### src/dja_pkg.sv
// Shared types and constants for the dual joint PID controller.
`default_nettype none
package dja_pkg;

    typedef enum logic [4:0] {
        OP_NOP,
        OP_LOAD,
        OP_ERR,
        OP_MP,
        OP_P,
        OP_MI,
        OP_ML,
        OP_MH,
        OP_AH,
        OP_IDIV,
        OP_INC,
        OP_MD,
        OP_DL,
        OP_DH,
        OP_DDIV,
        OP_D,
        OP_OUT,
        OP_EMIT
    } t_op;

    typedef struct packed {
        t_op  op;
        logic joint;
    } t_cmd;

    typedef struct packed {
        logic div_busy;
        logic dt_small;
        logic out_free;
    } t_sts;

    localparam logic [2:0] REG_KP     = 3'd0;
    localparam logic [2:0] REG_KI     = 3'd1;
    localparam logic [2:0] REG_KD     = 3'd2;
    localparam logic [2:0] REG_IMAX   = 3'd3;
    localparam logic [2:0] REG_IMIN   = 3'd4;
    localparam logic [2:0] REG_FLIM   = 3'd5;
    localparam logic [2:0] REG_STROKE = 3'd6;

    localparam int          DIV_W        = 72;
    localparam int          DIV_STEPS    = 36;
    localparam logic [19:0] DT_DEFAULT   = 20'd1000;
    localparam logic [20:0] DT_MAX       = 21'd1000000;
    localparam logic [20:0] IDIV_DIVISOR = 21'd1000000;
    localparam logic [31:0] D_SCALE      = 32'd15625;

endpackage
`default_nettype wire

### src/dja_ctrl.sv
// Controller: sequences the per-joint PID steps over the datapath.
`default_nettype none
module dja_ctrl (
    input  wire logic          i_clk,
    input  wire logic          i_rst_n,
    input  wire logic          i_s_tvalid,
    output logic               o_s_tready,
    input  wire dja_pkg::t_sts i_sts,
    output dja_pkg::t_cmd      o_cmd
);
    import dja_pkg::*;

    typedef enum logic [4:0] {
        S_IDLE, S_ERR, S_MP, S_P, S_MI, S_ML, S_MH, S_AHI, S_IDIV, S_IWAIT,
        S_INC, S_MD, S_DL, S_DH, S_AHD, S_DDIV, S_DWAIT, S_D, S_OUT, S_DONE
    } t_state;

    t_state r_state;
    logic   r_joint;

    always_ff @(posedge i_clk) begin
        if (!i_rst_n) begin
            r_state <= S_IDLE;
            r_joint <= 1'b0;
        end else begin
            unique case (r_state)
                S_IDLE: begin
                    r_joint <= 1'b0;
                    if (i_s_tvalid) begin
                        r_state <= S_ERR;
                    end
                end
                S_ERR:   r_state <= S_MP;
                S_MP:    r_state <= S_P;
                S_P:     r_state <= S_MI;
                S_MI:    r_state <= S_ML;
                S_ML:    r_state <= S_MH;
                S_MH:    r_state <= S_AHI;
                S_AHI:   r_state <= S_IDIV;
                S_IDIV:  r_state <= S_IWAIT;
                S_IWAIT: if (!i_sts.div_busy) r_state <= S_INC;
                S_INC:   r_state <= i_sts.dt_small ? S_D : S_MD;
                S_MD:    r_state <= S_DL;
                S_DL:    r_state <= S_DH;
                S_DH:    r_state <= S_AHD;
                S_AHD:   r_state <= S_DDIV;
                S_DDIV:  r_state <= S_DWAIT;
                S_DWAIT: if (!i_sts.div_busy) r_state <= S_D;
                S_D:     r_state <= S_OUT;
                S_OUT: begin
                    if (!r_joint) begin
                        r_joint <= 1'b1;
                        r_state <= S_ERR;
                    end else begin
                        r_state <= S_DONE;
                    end
                end
                S_DONE:  if (i_sts.out_free) r_state <= S_IDLE;
                default: r_state <= S_IDLE;
            endcase
        end
    end

    always_comb begin
        o_cmd.joint = r_joint;
        unique case (r_state)
            S_IDLE:  o_cmd.op = i_s_tvalid ? OP_LOAD : OP_NOP;
            S_ERR:   o_cmd.op = OP_ERR;
            S_MP:    o_cmd.op = OP_MP;
            S_P:     o_cmd.op = OP_P;
            S_MI:    o_cmd.op = OP_MI;
            S_ML:    o_cmd.op = OP_ML;
            S_MH:    o_cmd.op = OP_MH;
            S_AHI:   o_cmd.op = OP_AH;
            S_IDIV:  o_cmd.op = OP_IDIV;
            S_INC:   o_cmd.op = OP_INC;
            S_MD:    o_cmd.op = OP_MD;
            S_DL:    o_cmd.op = OP_DL;
            S_DH:    o_cmd.op = OP_DH;
            S_AHD:   o_cmd.op = OP_AH;
            S_DDIV:  o_cmd.op = OP_DDIV;
            S_D:     o_cmd.op = OP_D;
            S_OUT:   o_cmd.op = OP_OUT;
            S_DONE:  o_cmd.op = i_sts.out_free ? OP_EMIT : OP_NOP;
            default: o_cmd.op = OP_NOP;
        endcase
    end

    assign o_s_tready = (r_state == S_IDLE);
endmodule
`default_nettype wire

### config.mk
export PLATFORM = sky130hd
export DESIGN_NAME = dja_ctrl
export DESIGN_NICKNAME = d
export VERILOG_FILES = /design/src/dja_pkg.sv /design/src/dja_ctrl.sv
export SDC_FILE = /design/constraint.sdc
export NUM_CORES = 1
export LEC_CHECK = 0
export BUFFER_PORTS_ARGS = -buffer_cell sky130_fd_sc_hd__buf_4
export CORE_MARGIN = 8
export CORE_UTILIZATION = 45
export CTS_CLUSTER_SIZE = 12
export DETAILED_ROUTE_END_ITERATION = 10
export PLACE_DENSITY_LB_ADDON = 0.1
export SYNTH_ARGS = -nofsm -noshare
export SYNTH_HDL_FRONTEND = slang
export SYNTH_SLANG_ARGS = --single-unit
### constraint.sdc
create_clock -name i_clk -period 2.6 [get_ports i_clk]
set_clock_uncertainty 0.2 [all_clocks]
set_input_delay 0 -clock i_clk [delete_from_list [all_inputs] [get_ports i_clk]]
set_output_delay 0 -clock i_clk [all_outputs]
set_load 0.02 [all_outputs]
---- Word level (Yosys, flattened, before mapping) ----
Cells that the tools add are included.
word-level totals
  input bits .............................. 6
  register bits after elaboration ......... 6
  output and inout bits ................... 7
  word-level logic and storage cells ...... 40
cells by class
  multiplexer cells ....................... 11
  eq/ne operators ......................... 23
  reduce and logical (&&, ||, !) cells .... 4
operators with widths
  cell                  number
  $pmux W5 S20          1
  $pmux W5 S17          1
  $eq A5 B4 Y1 const B  8
  $mux W5               7
  $eq A5 B3 Y1 const B  4
  $eq A5 B5 Y1 const B  4
  $eq A5 B2 Y1 const B  2
  $ne A2 B2 Y1 const B  4
  $eq A5 B1 Y1 const B  1
  $logic_not A5 Y1      1
  $reduce_and A4 Y1     1
  $pmux W1 S2           1
  $reduce_bool A2 Y1    1
  $reduce_or A2 Y1      1
  $mux W1               1

---- Logic depth before layout (Yosys ltp) ----
Gate-level depths: netlist (run 1).
  depth in word-level cells ............... 3
  depth in mapped cells ................... 6
  gate-level depth less buffers ........... 4

---- Worst setup path before layout (run 1) ----
Ideal clock, no wire load.
  kind .................................... flip-flop to flip-flop
  start ................................... register r_state[1]
  end ..................................... register r_joint
  stages on the path, launching flop included .. 6
  required time ........................... 2.282 ns
  slack ................................... 0.759 ns
  library setup time ...................... 0.118 ns
  buffers on the path ..................... 1
  clock period less this slack ............ 1.841 ns
  arrival ................................. 1.523 ns
  cell sequence ........................... dfxtp_1 -> buf_6 -> or3_4 -> nor3_1 -> nand2b_1 -> a21oi_1
between the ends
  cells in the longest elaborated chain, start to end .. 2
  elaborated cells on any way between the ends .. 4
  classes of those cells .................. eq/ne (1); mux (1); reduce/logical (2)
RTL lines
  item                                               line            RTL
  from (decl)                                        dja_ctrl.sv:18  t_state r_state;
  from (signal assigned)                             dja_ctrl.sv:42  S_INC: r_state <= i_sts.dt_small ? S_D : S_MD;
  $logic_not A5 Y1 *                                 -
  via o_s_tready                                     dja_ctrl.sv:7   output logic o_s_tready,
  $pmux W1 S2 or $reduce_bool A2 Y1 (tied branches)  -
  to (signal assigned)                               dja_ctrl.sv:24  r_joint <= 1'b0;
  to (signal assigned)                               dja_ctrl.sv:28  r_joint <= 1'b0;
  to (signal assigned)                               dja_ctrl.sv:52  r_joint <= 1'b1;
  to (decl)                                          dja_ctrl.sv:19  logic r_joint;
The timed path passes the listed nets; every way through them passes the cells marked *.
A chain may end at the register's enable or synchronous reset.

---- Worst setup path in the final report (run 1) ----
  start ................................... register r_state[3]
  end ..................................... register r_state[4]
between the ends
  cells in the longest elaborated chain, start to end .. 3
  elaborated cells on any way between the ends .. 26
  classes of those cells .................. eq/ne (23); mux (1); reduce/logical (2)
RTL lines
  item                                  line            RTL
  $eq A5 B4 Y1 (tied with other cells)  dja_ctrl.sv:26  unique case (r_state)
  $ne A2 B2 Y1 (no source line)         -
  $reduce_and A4 Y1 (no source line)    -
Parallel ways exist; a longest one is shown, timed or not.

==> results of run 1 <==
==> sequential cells by signal, indices dropped and copies added (netlist names) <==
name / flops
r_state: 5
r_joint: 1
==> where the power goes <==
| part | leakage (nW) | total (mW) | switching (mW) | internal, mW |
|---|---|---|---|---|
| Sequential | 0.0491 | 0.192 | 0.0753 | 0.117 |
| Clock | 0.0138 | 0.0811 | 0.0292 | 0.0519 |
| Combinational | 0.250 | 0.583 | 0.310 | 0.272 |
| Total | 0.313 | 0.857 | 0.415 | 0.442 |
==> worst paths after layout <==
check,startpoint,to,cells after the start
max,r_state[3],r_state[4],4
min,i_sts[0],r_state[0],4
max reg2reg,r_state[3],r_state[4],4
min reg2reg,r_joint,r_joint,2
==> cell families (layout without fill, tap and decap cells) <==
| group | after synthesis | count (layout) | share of synthesized area, % |
|---|---|---|---|
| compound gates | 29 | 29 | 29.7 |
| buf+inv | 15 | 27 | 11.4 |
| xor+xnor | 3 | 3 | 4.07 |
| flops | 6 | 6 | 18.6 |
| simple gates | 36 | 36 | 36.2 |
==> what timing repair did <==
action                                 in CTS  in global routing
endpoints found under the hold margin       6                  0
buffers inserted                            0                  0
hold buffers                                4                  0
==> critical path, delay by kind of cell, from the launching register on <==
family / cells / cell delay, ps
compound gates: 2 / 280
flops: 1 / 480
simple gates: 2 / 930
==> routing by layer <==
layer  global-route usage, %  routed length, microns  vias up  part of all wire, %
li1                        -                       -      354                    -
met1                    16.1                     728      329                   45
met2                    18.3                     768       30                   48
met3                    3.86                     118        0                  7.3
met4                    2.94                       0        0                    0
met5                       0                       0        -                    0
==> area by class of cell <==
cell class                 count  area (sq um)
fill                         123           537
clock buffer                   3          22.5
timing repair buffer          18           145
inverter                       6          22.5
multi-input combinational     68           452
tap                           15          18.8
sequential                     6           120
==> per-stage QoR <==
stage                     utilization, %  instance area, sq um
after floorplan                        -                   646
after global placement              54.5                   718
after detailed placement            54.5                   718
after CTS                           59.3                   781
after global routing                59.3                   781
final                               59.3                   781
==> layout by cell type (no fill, tap or decap), types with 3 or more instances in the layout <==
master,count
a211oi_1,3
a21oi_1,12
buf_4,14
clkbuf_4,3
dfxtp_1,6
dlygate4sd3_1,4
inv_1,6
nand2_1,5
nand3b_1,3
nor2_1,6
nor3_1,3
o22ai_1,3
==> out/qor.csv, run 1 <==
metric,value,unit
die width,53.9,microns
CP Cell Sequence,"or3b_1, or3_1, a31oi_1, a211oi_1",
H-tree levels,1,
Pwr Total,0.856,mW
DR vias,713,
total grt overflow,0,
largest net degree at the start of global routing,19,
dominant cells by area after synthesis,"dfxtp_1, a21oi_1, a211oi_1",
layout cells sized above 1,22.8,%
FMAX,0.495,GHz
final slew viol count,0,
setup TNS after final layout,0,ps
Synth Register Bits,6,
Post-Place Setup Slack,608,ps
initial core utilization,49.0,%
slew margin rel.,60.9,%
final hold viol count,0,
CP endpoint kind,flop,
Syn Inst Count,89,
"EDFF count, synth",0,
Yosys top cell area share,18.6,%
RSZ-0062 raised after global routing,false,
I/O pins,13,
CP max stage delay,520,ps
hold_ws,42.7,ps
r2r setup slk,580,ps
PD cells,1100,mW/mm^2
first-pass GRT wire length,2790,microns
fin nets,109,
Synth Net Count,95,
top_reg_cell synth,dfxtp_1,
Root Driver,clkbuf_4,
"Seq/Total Area, Yosys",18.6,%
vias in the first global route,635,
DRT Wirelength,1620,microns
core box area,0.00132,sq mm
CTS Sinks,6,
RD Place Congestion,0.795,
Vias/cell,6.15,
Async SR Flop Fraction,0,%
per-cell routed wire length,13.9,microns
Worst-Margin Slew,586,ps
most frequent cell after synthesis,a21oi_1,
"Clk pin slew, worst setup/hold paths",40,ps
Die Ht,53.9,microns
total iterations of the first detailed-routing run,4,
Rows,13,
DPL Wire Length,1150,microns
required time worst endpoint,2500,ps
antenna violations before repair,0,
Clock Latency Late Sink,240,ps
Die ar.,0.00290,sq mm
CTS Buffer Depth,2,
Layout area overhead,20.9,%
"Cell Count, Final, Fillers Out",116,
Final Setup Violations,0,
Placed Instances,109,
DRC violations left,0,
Post-Syn Area,646,sq um
yosys warns,0,
Max-Cap Viols,0,
Num CTS Buffers,3,
outcome,completed,
number of routed nets with antenna violations,0,
HP Class,input pin to flop,
Worst VDD drop,0.493,mV
post-synth cell types,41,
Slowest cell on crit path,or3b_1,
kind of critical path,flop to flop,
part of the cycle the worst path needs,77.7,%
CP startpoint kind,flop,
CTS tree,built,
syn avg cell area,7.25,sq um
WP data arrival,1920,ps
DR iter-0 viols,23,
leading area contributor after synthesis,dfxtp_1,
Leak,0.313,nW
ANT cells,0,
Overall Global Routing Usage,12.1,%
crit path max fanout,16,
Post-synth top cells,"a21oi_1, dfxtp_1, inv_1, nor2_1, nand2_1",
Final WS setup,581,ps
post-CTS sizing,0,
input/output buffers,12,
min Tclk post-route,2020,ps
No activity file was read; power rests on OpenSTA's default activity.
==> run 2, diff against run 1 <==
Settings changed: ABC_AREA set to 1.
Clock period 2.6 ns to 1.75 ns, I/O delays scaled along.
==> run 2 against run 1 <==
Non-clock buffer count grew 1. Critical endpoint is now o_cmd[3]. Synthesized cell count grew 25%. Area after synthesis shrank 3.1%. Die area shrank 2.2%. Critical path depth grew 2. Core utilization grew 6.8 points. Critical path type is now flop to primary output. Final cell count grew 25%. Wire length grew 13%. Largest power group unchanged. Sequential share of layout area grew 0.19 points. Final area grew 10%.
==> out/qor.csv, run 2 <==
metric,value,unit
CP startpoint kind,flop,
"Cell Count, Final, Fillers Out",145,
fin nets,138,
Worst VDD drop,0.720,mV
final hold viol count,0,
Post-Syn Area,626,sq um
Root Driver,clkbuf_4,
crit path max fanout,7,
post-synth cell types,22,
Overall Global Routing Usage,13.3,%
dominant cells by area after synthesis,"dfxtp_1, nand2_1, nor2_1",
Synth Register Bits,6,
top_reg_cell synth,dfxtp_1,
Post-synth top cells,"nand2_1, nor2_1, inv_1, nand3_1",
die width,53.3,microns
CP max stage delay,370,ps
Post-Place Setup Slack,106,ps
HP Class,input pin to flop,
CTS Sinks,6,
biggest regs,"r_state x5, r_joint x1",
min Tclk post-route,1690,ps
Vias/cell,5.40,
part of the cycle the worst path needs,96.5,%
DPL Wire Length,1390,microns
final slew viol count,0,
yosys warns,0,
fillcell total,114,
DRT Wirelength,1830,microns
most frequent cell after synthesis,nand2_1,
Num CTS Buffers,3,
Final Setup Violations,0,
Async SR Flop Fraction,0,%
Biggest register,r_state,
largest net degree at the start of global routing,11,
outcome,completed,
total iterations of the first detailed-routing run,4,
"Seq/Total Area, Yosys",19.2,%
"EDFF count, synth",0,
hold_ws,22.3,ps
"commonest non-fill, non-tap cell in the layout",nand2_1,
initial core utilization,48.1,%
required time worst endpoint,1550,ps
I/O pins,13,
CP Cell Sequence,"inv_2, nor2_4, nand3_1, nand2_2, or3_1, buf_4",
vias in the first global route,656,
FMAX,0.592,GHz
CTS Buffer Depth,2,
most frequent cells in the layout,"nand2_1, nor2_1, buf_4",
Yosys top cell area share,19.2,%
DRC violations left,0,
Slowest cell on crit path,dfxtp_4,
Die ar.,0.00284,sq mm
WP data arrival,1490,ps
input/output buffers,12,
total grt overflow,0,
Synth Net Count,117,
antenna violations before repair,0,
Reg-to-Reg Start,r_state[4],
DR iter-0 viols,32,
CTS tree,built,
syn avg cell area,5.64,sq um
"CP delay by family, top",simple AND/OR/NAND/NOR gates,
PD cells,1580,mW/mm^2
RD Place Congestion,0.936,
Worst-Margin Slew,239,ps
Leak,0.452,nW
ANT cells,0,
max reg flops,5,
Worst Setup SP,r_state[0],
Final WS setup,60.9,ps
Clock Latency Late Sink,240,ps
Pwr Total,1.36,mW
H-tree levels,1,
Placed Instances,136,
first-pass GRT wire length,2840,microns
setup TNS after final layout,0,ps
CP endpoint kind,primary output,
core box area,0.00130,sq mm
number of routed nets with antenna violations,0,
layout cells sized above 1,36.9,%
Layout area overhead,37.4,%
Die Ht,53.3,microns
leading area contributor after synthesis,dfxtp_1,
Max-Cap Viols,0,
Min-Delay Startpoint,i_sts[1],
per-cell routed wire length,12.6,microns
CP bufs+invs,2,
DR vias,783,
slew margin rel.,84.0,%
Syn Inst Count,111,
"Clk pin slew, worst setup/hold paths",40,ps
Rows,13,
kind of critical path,flop to primary output,
[run 2: per-stage QoR]
stage | instance area (sq um) | utilization (%)
5_1_grt | 860 | 66.1
2_1_floorplan | 626 | -
6_report | 860 | 66.1
4_1_cts | 786 | 60.4
3_3_place_gp | 718 | 55.2
3_5_place_dp | 718 | 55.2
[run 2: tightest hold or removal path, cell delays in order]
cell     delay (ps)
buf_4            70
inv_1            40
nor2_1           90
nor2_1           50
nand2_1          50
nor2_1           40
nor2_1           80
[run 2: cell type report]
type | count | area [sq um] | share of cell area, %
multi-input cells | 87 | 472 | 54.9
repair buffers | 19 | 154 | 17.9
flip-flops and latches | 6 | 134 | 15.6
inverters | 15 | 58.8 | 6.84
clock buffers | 3 | 22.5 | 2.62
well taps | 15 | 18.8 | 2.18
[run 2: final timing paths]
| path | cells past startpoint | slack (ps) | end |
|---|---|---|---|
| min | 7 | 20 | r_state[4] |
| max reg2reg | 8 | 280 | r_state[4] |
| max | 6 | 60 | o_cmd[3] |
| min reg2reg | 2 | 300 | r_joint |
[run 2: logic make-up after synthesis]
kind of cell	Yosys count	share of synthesized area (%)
simple gates	78	59.6
buf+inv	18	12.8
compound gates	9	8.40
flops	6	19.2
[run 2: power by group]
group	internal, mW	switching [mW]	total, mW
clock	0.0772	0.0452	0.122
combinational	0.394	0.578	0.972
sequential	0.190	0.0743	0.264
[run 2: what timing repair did]
action                     4_1_cts  5_1_grt
hold buffers                     3        0
buffers inserted                 0        3
hold endpoints to repair         6        0
pin swaps                        0        2
resized for setup                7       19
setup endpoints to repair        3        4
[run 2: layer usage]
metal / global-route usage (%) / part of all wire, %
met4: 10.9 / 3.2
met5: 0 / 0
met1: 16.1 / 41
met2: 19.5 / 49
met3: 2.80 / 6.9
